===== config.mk =====
export PLATFORM = sky130hd
export DESIGN_NAME = chebyshev_series_evaluator
export DESIGN_NICKNAME = d
export VERILOG_FILES = /design/src/hdl/cse_pkg.sv /design/src/hdl/cse_ram.sv /design/src/hdl/cse_dpath.sv /design/src/hdl/cse_ctrl.sv /design/src/hdl/chebyshev_series_evaluator.sv
export SDC_FILE = /design/constraint.sdc
export NUM_CORES = 2
export LEC_CHECK = 0
export ABC_AREA = 1
export BUFFER_PORTS_ARGS = -buffer_cell sky130_fd_sc_hd__buf_2
export CAP_MARGIN = 20
export CORE_MARGIN = 3
export CORE_UTILIZATION = 58
export DETAILED_ROUTE_END_ITERATION = 10
export PLACE_DENSITY = 0.7
export REMOVE_ABC_BUFFERS = 1
export SLEW_MARGIN = 20
export SYNTH_ARGS = -nofsm -noshare
export SYNTH_HDL_FRONTEND = slang
export SYNTH_SLANG_ARGS = --single-unit

===== constraint.sdc =====
create_clock -name clk -period 10.5 [get_ports clk]
set_input_delay 1.575 -clock clk [delete_from_list [all_inputs] [get_ports clk]]
set_output_delay 1.575 -clock clk [all_outputs]
set_load 0.01 [all_outputs]

===== src/hdl/cse_pkg.sv =====
// cse_pkg: shared types, constants and helpers for the Chebyshev series evaluator.
// Used by cse_ctrl, cse_dpath and chebyshev_series_evaluator; depends on nothing.
package cse_pkg;

  localparam int MAX_TERMS = 16;

  // Dividend magnitude: |2x - a - b| < 2^33, shifted left by 16 fraction bits.
  localparam int DIV_BITS  = 49;
  localparam int DIV_CNT_W = $clog2(DIV_BITS);

  // Widest intermediate of the recurrence: 2*(y*b1 >> 16) - b2 + c.
  localparam int ACC_W = 52;

  localparam logic signed [ACC_W-1:0] SAT_HI = 52'sh0_0000_7FFF_FFFF;
  localparam logic signed [ACC_W-1:0] SAT_LO = 52'shF_FFFF_8000_0000;

  // Input item action codes
  localparam logic ACT_EVAL = 1'b0;
  localparam logic ACT_LOAD = 1'b1;

  // Configuration register indexes
  localparam logic [1:0] CFG_LOWER = 2'd0;
  localparam logic [1:0] CFG_UPPER = 2'd1;
  localparam logic [1:0] CFG_TERMS = 2'd2;

  // Controller to datapath commands
  typedef struct packed {
    logic load_coef;  // write one table slot
    logic start;      // capture operands, set up the divider
    logic div_step;   // one quotient bit
    logic norm;       // sign-correct and clip the quotient into y
    logic mul;        // register y * b1
    logic acc;        // one recurrence step (or the final sum when last)
    logic last;
    logic out_load;   // move the result into the output register
  } cse_cmd_t;

  typedef struct packed {
    logic              flag;
    logic signed [31:0] value;
  } cse_clip_t;

  function automatic cse_clip_t clip32(input logic signed [ACC_W-1:0] v);
    cse_clip_t r;
    if (v > SAT_HI) begin
      r.flag  = 1'b1;
      r.value = 32'sh7FFF_FFFF;
    end else if (v < SAT_LO) begin
      r.flag  = 1'b1;
      r.value = 32'sh8000_0000;
    end else begin
      r.flag  = 1'b0;
      r.value = v[31:0];
    end
    return r;
  endfunction

endpackage


===== src/hdl/cse_ram.sv =====
// cse_ram: generic single-write, single-read RAM with registered read data.
// No dependencies.
module cse_ram #(
  parameter int Width = 32,
  parameter int Depth = 16
) (
  input  logic                                     clk,
  input  logic                                     wr_en,
  input  logic [(Depth > 1 ? $clog2(Depth) : 1)-1:0] wr_addr,
  input  logic [Width-1:0]                         wr_data,
  input  logic [(Depth > 1 ? $clog2(Depth) : 1)-1:0] rd_addr,
  output logic [Width-1:0]                         rd_data
);

  logic [Width-1:0] mem [Depth];

  always_ff @(posedge clk) begin
    if (wr_en) begin
      mem[wr_addr] <= wr_data;
    end
    rd_data <= mem[rd_addr];
  end

endmodule


===== src/hdl/cse_dpath.sv =====
// cse_dpath: config registers, coefficient table, restoring divider and
// multiply-accumulate for the Clenshaw recurrence. Uses cse_pkg and cse_ram.
module cse_dpath #(
  parameter int MaxTerms = cse_pkg::MAX_TERMS,
  parameter int IdxW     = (MaxTerms > 1) ? $clog2(MaxTerms) : 1
) (
  input  logic               clk,
  input  logic               rst,
  input  cse_pkg::cse_cmd_t  cmd,
  input  logic [IdxW-1:0]    rd_addr,
  output logic [IdxW-1:0]    first_idx,
  output logic               empty_interval,
  input  logic               cfg_write,
  input  logic [1:0]         cfg_index,
  input  logic [31:0]        cfg_data,
  input  logic [3:0]         coef_index,
  input  logic signed [31:0] coef_value,
  input  logic signed [31:0] x_value,
  output logic signed [31:0] series_value,
  output logic               saturated,
  output logic               range_error
);

  localparam int AW = cse_pkg::ACC_W;
  localparam int DB = cse_pkg::DIV_BITS;

  // configuration
  logic signed [31:0] lower_bound;
  logic signed [31:0] upper_bound;
  logic [4:0]         term_count;

  always_ff @(posedge clk) begin
    if (rst) begin
      lower_bound <= '0;
      upper_bound <= 32'sd65536;
      term_count  <= 5'd1;
    end else if (cfg_write) begin
      unique case (cfg_index)
        cse_pkg::CFG_LOWER: lower_bound <= cfg_data;
        cse_pkg::CFG_UPPER: upper_bound <= cfg_data;
        cse_pkg::CFG_TERMS: term_count  <= cfg_data[4:0];
        default: ;
      endcase
    end
  end

  assign empty_interval = (upper_bound == lower_bound);

  always_comb begin
    if (term_count == 5'd0) begin
      first_idx = '0;
    end else if (32'(term_count) > 32'(MaxTerms)) begin
      first_idx = IdxW'(MaxTerms - 1);
    end else begin
      first_idx = IdxW'(term_count - 5'd1);
    end
  end

  // coefficient table; valid bits stand in for the cleared state
  logic                wr_en;
  logic [IdxW-1:0]     wr_addr;
  logic [31:0]         ram_q;
  logic [MaxTerms-1:0] coef_valid;
  logic                valid_q;
  logic signed [31:0]  coef;

  assign wr_en   = cmd.load_coef && (32'(coef_index) < 32'(MaxTerms));
  assign wr_addr = IdxW'(coef_index);

  cse_ram #(
    .Width(32),
    .Depth(MaxTerms)
  ) u_table (
    .clk    (clk),
    .wr_en  (wr_en),
    .wr_addr(wr_addr),
    .wr_data(coef_value),
    .rd_addr(rd_addr),
    .rd_data(ram_q)
  );

  always_ff @(posedge clk) begin
    if (rst) begin
      coef_valid <= '0;
      valid_q    <= 1'b0;
    end else begin
      if (wr_en) begin
        coef_valid[wr_addr] <= 1'b1;
      end
      valid_q <= coef_valid[rd_addr];
    end
  end

  assign coef = valid_q ? ram_q : 32'sd0;

  // operand setup: num = 2x - a - b, den = b - a
  logic signed [34:0] num;
  logic signed [32:0] den;
  logic [32:0]        num_mag;
  logic [31:0]        den_mag;

  assign num = {{2{x_value[31]}}, x_value, 1'b0}
             - {{3{lower_bound[31]}}, lower_bound}
             - {{3{upper_bound[31]}}, upper_bound};
  assign den = {upper_bound[31], upper_bound} - {lower_bound[31], lower_bound};

  always_comb begin
    logic signed [34:0] nneg;
    logic signed [32:0] dneg;
    nneg    = -num;
    dneg    = -den;
    num_mag = num[34] ? nneg[32:0] : num[32:0];
    den_mag = den[32] ? dneg[31:0] : den[31:0];
  end

  // restoring divider, one quotient bit per step
  logic [DB-1:0] quo;
  logic [31:0]   rem;
  logic [31:0]   divisor;
  logic          q_neg;
  logic [32:0]   trial;
  logic          fits;

  assign trial = {rem, quo[DB-1]};
  assign fits  = (trial >= {1'b0, divisor});

  // recurrence
  logic signed [31:0] y;
  logic signed [31:0] b1;
  logic signed [31:0] b2;
  logic signed [63:0] prod;
  logic signed [47:0] p_shr;
  logic               sat;
  logic               range_err;
  logic signed [AW-1:0] step_sum;
  logic signed [AW-1:0] final_sum;
  cse_pkg::cse_clip_t   clip_step;
  cse_pkg::cse_clip_t   clip_final;

  assign p_shr = prod[63:16];   // floor shift

  assign step_sum  = {{3{p_shr[47]}}, p_shr, 1'b0}
                   - {{(AW-32){b2[31]}}, b2}
                   + {{(AW-32){coef[31]}}, coef};
  assign final_sum = {{(AW-48){p_shr[47]}}, p_shr}
                   - {{(AW-32){b2[31]}}, b2}
                   + {{(AW-31){coef[31]}}, coef[31:1]};

  assign clip_step  = cse_pkg::clip32(step_sum);
  assign clip_final = cse_pkg::clip32(final_sum);

  always_ff @(posedge clk) begin
    if (cmd.start) begin
      range_err <= empty_interval;
      sat       <= 1'b0;
      b1        <= '0;
      b2        <= '0;
      quo       <= {num_mag, 16'b0};
      rem       <= '0;
      divisor   <= den_mag;
      q_neg     <= num[34] ^ den[32];
    end
    if (cmd.div_step) begin
      rem <= fits ? 32'(trial - {1'b0, divisor}) : trial[31:0];
      quo <= {quo[DB-2:0], fits};
    end
    if (cmd.norm) begin
      if (!q_neg && (quo > DB'(32'h7FFF_FFFF))) begin
        y   <= 32'sh7FFF_FFFF;
        sat <= 1'b1;
      end else if (q_neg && (quo > DB'(32'h8000_0000))) begin
        y   <= 32'sh8000_0000;
        sat <= 1'b1;
      end else begin
        y <= q_neg ? -quo[31:0] : quo[31:0];
      end
    end
    if (cmd.mul) begin
      prod <= y * b1;
    end
    if (cmd.acc) begin
      if (cmd.last) begin
        b1  <= clip_final.value;
        sat <= sat | clip_final.flag;
      end else begin
        b2  <= b1;
        b1  <= clip_step.value;
        sat <= sat | clip_step.flag;
      end
    end
    if (cmd.out_load) begin
      series_value <= range_err ? 32'sd0 : b1;
      saturated    <= range_err ? 1'b0 : sat;
      range_error  <= range_err;
    end
  end

endmodule


===== src/hdl/cse_ctrl.sv =====
// cse_ctrl: sequencer for load, divide, recurrence and result delivery.
// Uses cse_pkg; drives cse_dpath through cse_cmd_t.
module cse_ctrl #(
  parameter int MaxTerms = cse_pkg::MAX_TERMS,
  parameter int IdxW     = (MaxTerms > 1) ? $clog2(MaxTerms) : 1
) (
  input  logic              clk,
  input  logic              rst,
  input  logic              in_valid,
  output logic              in_stall,
  input  logic              action,
  output logic              out_valid,
  input  logic              out_stall,
  input  logic              empty_interval,
  input  logic [IdxW-1:0]   first_idx,
  output cse_pkg::cse_cmd_t cmd,
  output logic [IdxW-1:0]   rd_addr
);

  typedef enum logic [2:0] {
    ST_IDLE,
    ST_DIVIDE,
    ST_NORM,
    ST_MUL,
    ST_ACC,
    ST_DELIVER
  } state_t;

  state_t                         state;
  logic [cse_pkg::DIV_CNT_W-1:0]  div_cnt;
  logic [IdxW-1:0]                idx;

  assign in_stall = (state != ST_IDLE);
  assign rd_addr  = idx;

  always_comb begin
    cmd = '0;
    unique case (state)
      ST_IDLE: begin
        if (in_valid) begin
          cmd.load_coef = (action == cse_pkg::ACT_LOAD);
          cmd.start     = (action == cse_pkg::ACT_EVAL);
        end
      end
      ST_DIVIDE: cmd.div_step = 1'b1;
      ST_NORM:   cmd.norm     = 1'b1;
      ST_MUL:    cmd.mul      = 1'b1;
      ST_ACC: begin
        cmd.acc  = 1'b1;
        cmd.last = (idx == '0);
      end
      ST_DELIVER: cmd.out_load = !out_valid || !out_stall;
      default: ;
    endcase
  end

  always_ff @(posedge clk) begin
    if (rst) begin
      state     <= ST_IDLE;
      out_valid <= 1'b0;
      div_cnt   <= '0;
      idx       <= '0;
    end else begin
      // a new result replaces the old one in the cycle it transfers
      if ((state == ST_DELIVER) && cmd.out_load) begin
        out_valid <= 1'b1;
      end else if (out_valid && !out_stall) begin
        out_valid <= 1'b0;
      end
      unique case (state)
        ST_IDLE: begin
          if (cmd.start) begin
            div_cnt <= cse_pkg::DIV_CNT_W'(cse_pkg::DIV_BITS - 1);
            state   <= empty_interval ? ST_DELIVER : ST_DIVIDE;
          end
        end
        ST_DIVIDE: begin
          if (div_cnt == '0) begin
            state <= ST_NORM;
          end else begin
            div_cnt <= div_cnt - 1'b1;
          end
        end
        ST_NORM: begin
          idx   <= first_idx;
          state <= ST_MUL;
        end
        ST_MUL: state <= ST_ACC;
        ST_ACC: begin
          if (idx == '0) begin
            state <= ST_DELIVER;
          end else begin
            idx   <= idx - 1'b1;
            state <= ST_MUL;
          end
        end
        ST_DELIVER: begin
          if (cmd.out_load) begin
            state <= ST_IDLE;
          end
        end
        default: state <= ST_IDLE;
      endcase
    end
  end

endmodule


===== src/hdl/chebyshev_series_evaluator.sv =====
// chebyshev_series_evaluator: top level, Clenshaw evaluation of a Chebyshev series.
// Uses cse_pkg, cse_ctrl, cse_dpath (which holds cse_ram).
//
// Usage:
//  - Input channel (in_valid / in_stall): a transfer with action = load writes
//    coef_value into table slot coef_index (slots at or above MaxTerms are
//    dropped) and gives no result; action = evaluate computes the series at x_value.
//  - Output channel (out_valid / out_stall): one transfer per evaluate item,
//    carrying series_value (Q16.16, saturated), saturated and range_error.
//  - Config port: cfg_write with cfg_index 0 lower bound, 1 upper bound,
//    2 term count; indexes past the list are ignored. Write only when idle.
//  - Sequence: a load needs no further steps. An evaluate runs the 49-step
//    restoring divider (one quotient bit per cycle), a normalize step, then
//    for each of n terms a registered multiply, then an add and clip, then
//    the move into the output register. An empty interval skips all of that
//    and goes straight to delivery.
//  - One item is in work at a time; in_stall is high while it is.
//    The output register lets the next item be taken while a result waits.
//  - If out_stall holds a result back when the next one is ready, the block
//    waits in its delivery step until the old result has transferred.
//  - Reset clears the table to zero, sets the bounds to [0, 1.0) and the
//    term count to 1, and empties the output register.
module chebyshev_series_evaluator #(
  parameter int MaxTerms = cse_pkg::MAX_TERMS
) (
  input  logic               clk,
  input  logic               rst,
  // input channel
  input  logic               in_valid,
  output logic               in_stall,
  input  logic               action,
  input  logic [3:0]         coef_index,
  input  logic signed [31:0] coef_value,
  input  logic signed [31:0] x_value,
  // output channel
  output logic               out_valid,
  input  logic               out_stall,
  output logic signed [31:0] series_value,
  output logic               saturated,
  output logic               range_error,
  // configuration
  input  logic               cfg_write,
  input  logic [1:0]         cfg_index,
  input  logic [31:0]        cfg_data
);

  localparam int IdxW = (MaxTerms > 1) ? $clog2(MaxTerms) : 1;

  cse_pkg::cse_cmd_t cmd;
  logic [IdxW-1:0]   rd_addr;
  logic [IdxW-1:0]   first_idx;
  logic              empty_interval;

  // sequencer: owns the handshakes and the term / divide counters
  cse_ctrl #(
    .MaxTerms(MaxTerms),
    .IdxW    (IdxW)
  ) u_ctrl (
    .clk           (clk),
    .rst           (rst),
    .in_valid      (in_valid),
    .in_stall      (in_stall),
    .action        (action),
    .out_valid     (out_valid),
    .out_stall     (out_stall),
    .empty_interval(empty_interval),
    .first_idx     (first_idx),
    .cmd           (cmd),
    .rd_addr       (rd_addr)
  );

  // arithmetic, table and config registers
  cse_dpath #(
    .MaxTerms(MaxTerms),
    .IdxW    (IdxW)
  ) u_dpath (
    .clk           (clk),
    .rst           (rst),
    .cmd           (cmd),
    .rd_addr       (rd_addr),
    .first_idx     (first_idx),
    .empty_interval(empty_interval),
    .cfg_write     (cfg_write),
    .cfg_index     (cfg_index),
    .cfg_data      (cfg_data),
    .coef_index    (coef_index),
    .coef_value    (coef_value),
    .x_value       (x_value),
    .series_value  (series_value),
    .saturated     (saturated),
    .range_error   (range_error)
  );

endmodule


Word level (Yosys, flattened, before mapping). Memories as Yosys holds them, arrays and structs flattened. A register that Yosys moved wholly into a read port is not among the register bits. Cells that the tools add are included. Widths: inputs -> output; s select.

ROM bits: 0. Memories: 1. Latch bits: 0. Output and inout bits: 36. Bits of input ports: 108. Register bits after elaboration: 410. RAM bits: 512.

Memory list: u_dpath.u_table.mem (depth 16, bits a word 32, rd ports 1, clocked after memory_dff 1, wr ports 1, line cse_ram.sv:15) `logic [Width-1:0] mem [Depth];`.

Bitwise logic cells: 5. Add/subtract/negate cells: 14. Shifts and indexed selects: 0. Muxes and demuxes: 53. Multipliers: 1. Eq/ne operators: 13. Div/mod/pow operators: 0. Order comparisons: 11. Reduce and logical (&&, ||, !) cells: 26.

Operator list (number): $mux 32 (12); $mux 33 (5); $add 52x52->52 (2); $gt 52x32->1 const B (2); $lt 52x32->1 const B (2); $mux 49 (2); $mul 32x32->64 (1); $neg 32->32 (2); $sub 49x32->50 (1); $gt 49x31->1 const B (1); $gt 49x32->1 const B (1); $sub 48x32->49 (1); $sub 34x32->35 (1); $sub 33x32->34 (1); $ge 33x32->1 (1); $neg 33->33 (1); $sub 32x32->33 (1); $eq 32x32->1 (1); $sub 32x32->32 (1); $pmux 3 s6 (1); $mux 1 (16); $or 16x16->16 (1); $mux 3 (5); $mux 4 (3); 33 further kinds (58).

Longest topological paths before layout.
Depth after elaboration: 8. Depth in mapped cells: 42.

Modules after synthesis. A second synthesis with hierarchy kept.

Cell total of the unflattened synthesis: 12126. Area total of the unflattened synthesis: 96271.1 µm².

By module, submodules not included: cse_dpath (area each 72678.5 µm², sequential area each 10219.8 µm², instances 1, cells each 9876); cse_ram (area each 22730.6 µm², sequential area each 16015.4 µm², instances 1, cells each 2120); cse_ctrl (area each 862.1 µm², sequential area each 280.3 µm², instances 1, cells each 130).

Worst setup path after synthesis. No wires, ideal clock.

Kind: flip-flop to flip-flop. Start point: register u_dpath.y[31]. End point: register u_dpath.prod[59] (data pin). Arrival: 7083 ps. Data required time: 10235 ps. Cell stages (with the launch flop): 26. Library setup time: 265 ps. Setup slack: 3152 ps. Clock period less this slack: 7348 ps. Buffers on the path: 1. Cells stage by stage: edfxtp_1 -> clkbuf_1 -> nand2_1 -> inv_1 -> fa_1 -> fa_1 -> fa_1 -> fa_1 -> inv_1 -> fa_1 -> inv_1 -> fa_1 -> inv_1 -> fa_1 -> inv_1 -> fa_1 -> ha_1 -> a21oi_1 -> inv_1 -> a31oi_1 -> o21ai_0 -> inv_1 -> o21ai_0 -> a21oi_1 -> o21ai_0 -> xor2_1.

Longest elaborated chain between the ends: 1.

Ends and longest elaborated chain: from (decl) (line cse_dpath.sv:128) `logic signed [31:0] y;`; from (signal assigned) (line cse_dpath.sv:175) `y <= q_neg ? -quo[31:0] : quo[31:0];`; $mul 32x32->64 (line cse_dpath.sv:179) `prod <= y * b1;`; to (signal assigned) (line cse_dpath.sv:179); to (decl) (line cse_dpath.sv:131) `logic signed [63:0] prod;`.

Every way passes these cells. A chain may end at the register's enable or synchronous reset.

Worst setup path after layout.
Start point: register u_dpath.b1[11]. End point: register u_dpath.prod[34] (data pin).

Longest elaborated chain between the ends: 1.

Ends and longest elaborated chain: from (decl) (line cse_dpath.sv:129) `logic signed [31:0] b1;`; from (signal assigned) (line cse_dpath.sv:183) `b1 <= clip_final.value;`; from (signal assigned) (line cse_dpath.sv:187) `b1 <= clip_step.value;`; $mul 32x32->64 (line cse_dpath.sv:179).

Every way passes these cells.

==> results_dict.tcl <==
set metrics [dict create \
    critical_path_arrival_ps 9480 \
    grt_util_met3_pct 5.95 \
    ant_nets 0 \
    layout-drive-gt1-share_pct 4.85 \
    yosysSeqAreaShare_pct 27.3 \
    path_cells "buf_4, nand2_1, inv_1, fa_1, fa_1, fa_1, inv_1, fa_1, inv_1, fa_1, fa_1, fa_1, inv_1, fa_1, inv_1, ha_1, nand2_1, nor2_1, nand2_1, o31ai_1, a21oi_1, o21ai_0, xor2_1" \
    crit_family "adder cells" \
    synth_top_flop_cell "edfxtp_1" \
    cts_tree "done" \
    boundaryPins 144 \
    synth_cell_types 59 \
    firstDrtPassIters 9 \
    clock_latency_ps 790 \
    grt_max_degree 211 \
    cp_slowest_cell "edfxtp_1" \
    dpl_cell_area_sq_um 100000 \
    num_rows 149 \
    maxSlewViolCount 0 \
    drtIter0Drc 9164 \
    dieWidth_um 415 \
    grt_use_met1_pct 51.9 \
    yosysWarnings 0 \
    gp_congestion 1.07 \
    grt_use_met2_pct 61.8 \
    crit_buf_inv 6 \
    cpMostUsedCell "fa_1" \
    synth-async-reset-ratio_pct 0 \
    grt_util_all_layers_pct 38.4 \
    antenna_found_initial 21 \
    synth-seq-cells 938 \
    root_buffer "clkbuf_16" \
    cp_max_fo 24 \
    required_ps 10920 \
    post_drt_wl_per_cell_um 23.2 \
    initial_core_util_pct 58.6 \
    hold_violations 0 \
    nets 13800 \
    fin_crit_ps 9060 \
    fin_area_sq_um 103000 \
    vias_per_cell 5.81 \
    io_buffers 143 \
    grt-busiest-layer "met2" \
    grt_pass1_vias 83300 \
    dp_hpwl_um 265000 \
    grt_pass1_wl_um 501000 \
    max_freq_ghz 0.110 \
    postRouteWirelength_um 333000 \
    cts_made_buffers 99 \
    cap_violations 0 \
    synth-edff-count 773 \
    critPathMaxStageDelay_ps 950 \
    max-slew-margin-rel_pct 15.2 \
    crit_path_end_kind "flip-flop" \
    cts_setup_buffers 0 \
    avgSynthCellArea_sq_um 8.01 \
    cts_sinks 938 \
    dieArea_sq_um 173000 \
    status "completed" \
    die_h_um 415 \
    path_class "flip-flop to flip-flop" \
    cts_buffer_depth 3 \
    vias 83400 \
    layout_commonest_cell "nand2_1" \
    coreArea_sq_um 166000 \
    netlist_area_sq_um 97200 \
    grt_overflow 0 \
    period_share_pct 86.2 \
    hp-class "flip-flop to flip-flop" \
    clk_pin_slew_ps 60 \
    cts_hold_buffers 0 \
    netlist_instances 12100 \
    cts_resized 0 \
    syn_to_final_growth_pct 6.48 \
    rsz0062_at_grt "no" \
    finalSetupViolCount 0 \
    post-route-drc-count 0 \
    layout_common_cells "nand2_1 (2,910), inv_1 (2,533), fa_1 (1,119)" \
    finClkSkew_ps 89.1 \
    worst_pin_slew_ps 1260 \
    cts-htree-levels 3 \
    fillCellCount 14000 \
    worstSetupStartpointType "flip-flop" \
]
## registers in the layout (all words and copies together), names as in the netlist, 3 cells and up
name                     count
u_dpath.u_table.mem        512
u_dpath.b1                  32
u_dpath.series_value        32
u_ctrl.rd_addr               4
u_dpath.coef_valid          16
u_dpath.quo                 49
u_dpath.b2                  32
u_dpath.y                   32
u_ctrl.div_cnt               6
u_dpath.rem                 32
u_ctrl.state                 3
u_dpath.upper_bound         32
u_dpath.prod                48
u_dpath.lower_bound         32
u_dpath.divisor             32
u_dpath.term_count           5
u_dpath.u_table.rd_data     32
## cells in the mapped netlist (165+ instances only)
library cell / n / area [sq um]
xor2_1: 235 / 2060
edfxtp_1: 773 / 23200
nand3_1: 353 / 1770
clkbuf_1: 387 / 1450
fa_1: 1119 / 22400
ha_1: 511 / 6390
dfxtp_1: 165 / 3300
nor2_1: 1029 / 3860
nand2_1: 2913 / 10900
inv_1: 2536 / 9520
a21oi_1: 533 / 2670
o21ai_0: 662 / 3310
## final timing paths
check | from | to | slack, ps | cells after the start
min reg2reg | u_dpath.coef_valid[12]$_SDFFE_PP0P_ | u_dpath.coef_valid[12]$_SDFFE_PP0P_ | 470 | 2
max reg2reg | u_dpath.b1[11]$_SDFFCE_PN0P_ | u_dpath.prod[34]$_DFFE_PP_ | 1440 | 23
max | u_dpath.b1[11]$_SDFFCE_PN0P_ | u_dpath.prod[34]$_DFFE_PP_ | 1440 | 23
min | u_dpath.coef_valid[12]$_SDFFE_PP0P_ | u_dpath.coef_valid[12]$_SDFFE_PP0P_ | 470 | 2
## worst min-delay path, delay by kind of cell (launching register included)
family        cells  cell delay [ps]
flops             1              320
simple gates      2              110
## metal layers
metal | share of wire, % | vias to the layer above | routed length [um]
met5 | 0.019 | - | 63
met3 | 8.8 | 830 | 29300
met2 | 46 | 4390 | 155000
met1 | 40 | 40700 | 133000
li1 | - | 37500 | -
met4 | 4.8 | 10 | 16200
## final cells by class
| class | count | area, sq um | area share, % |
|---|---|---|---|
| Multi-Input combinational cell | 8199 | 59600 | 57.6 |
| Sequential cell | 938 | 26500 | 25.6 |
| Inverter | 2570 | 9650 | 9.33 |
| Tap cell | 2189 | 2740 | 2.65 |
| Clock buffer | 122 | 2560 | 2.48 |
| Timing Repair Buffer | 264 | 1640 | 1.59 |
| Clock inverter | 64 | 769 | 0.744 |
| Antenna cell | 10 | 25.0 | 0.0242 |
## logic make-up after synthesis
logic type | count (synthesis) | synth area share (%)
AND/OR/NAND/NOR | 4642 | 19.3
XOR/XNOR | 354 | 3.24
AO/OA/AOI/OAI | 1572 | 8.95
flip-flops | 938 | 27.3
buffers and inverters | 2995 | 11.6
adder cells (fa/ha/maj) | 1630 | 29.6
multiplexers | 1 | 0.0103
## stage by stage
| step | setup TNS [ps] | worst slack (ps) | util, % | instances | hold WS (ps) |
|---|---|---|---|---|---|
| floorplan | -67450 | -1460 | - | 11700 | 435 |
| global placement | 0 | 1490 | 60.4 | 14200 | 447 |
| detailed placement | 0 | 1520 | 60.4 | 14200 | 458 |
| CTS | 0 | 1520 | 62.4 | 14300 | 472 |
| global route | 0 | 1160 | 62.4 | 14300 | 497 |
| finish | 0 | 1440 | 62.4 | 14400 | 469 |
Power is left out: the tool's default activity adds up to more than one toggle a clock period on the data nets, which glitch-free logic cannot reach.
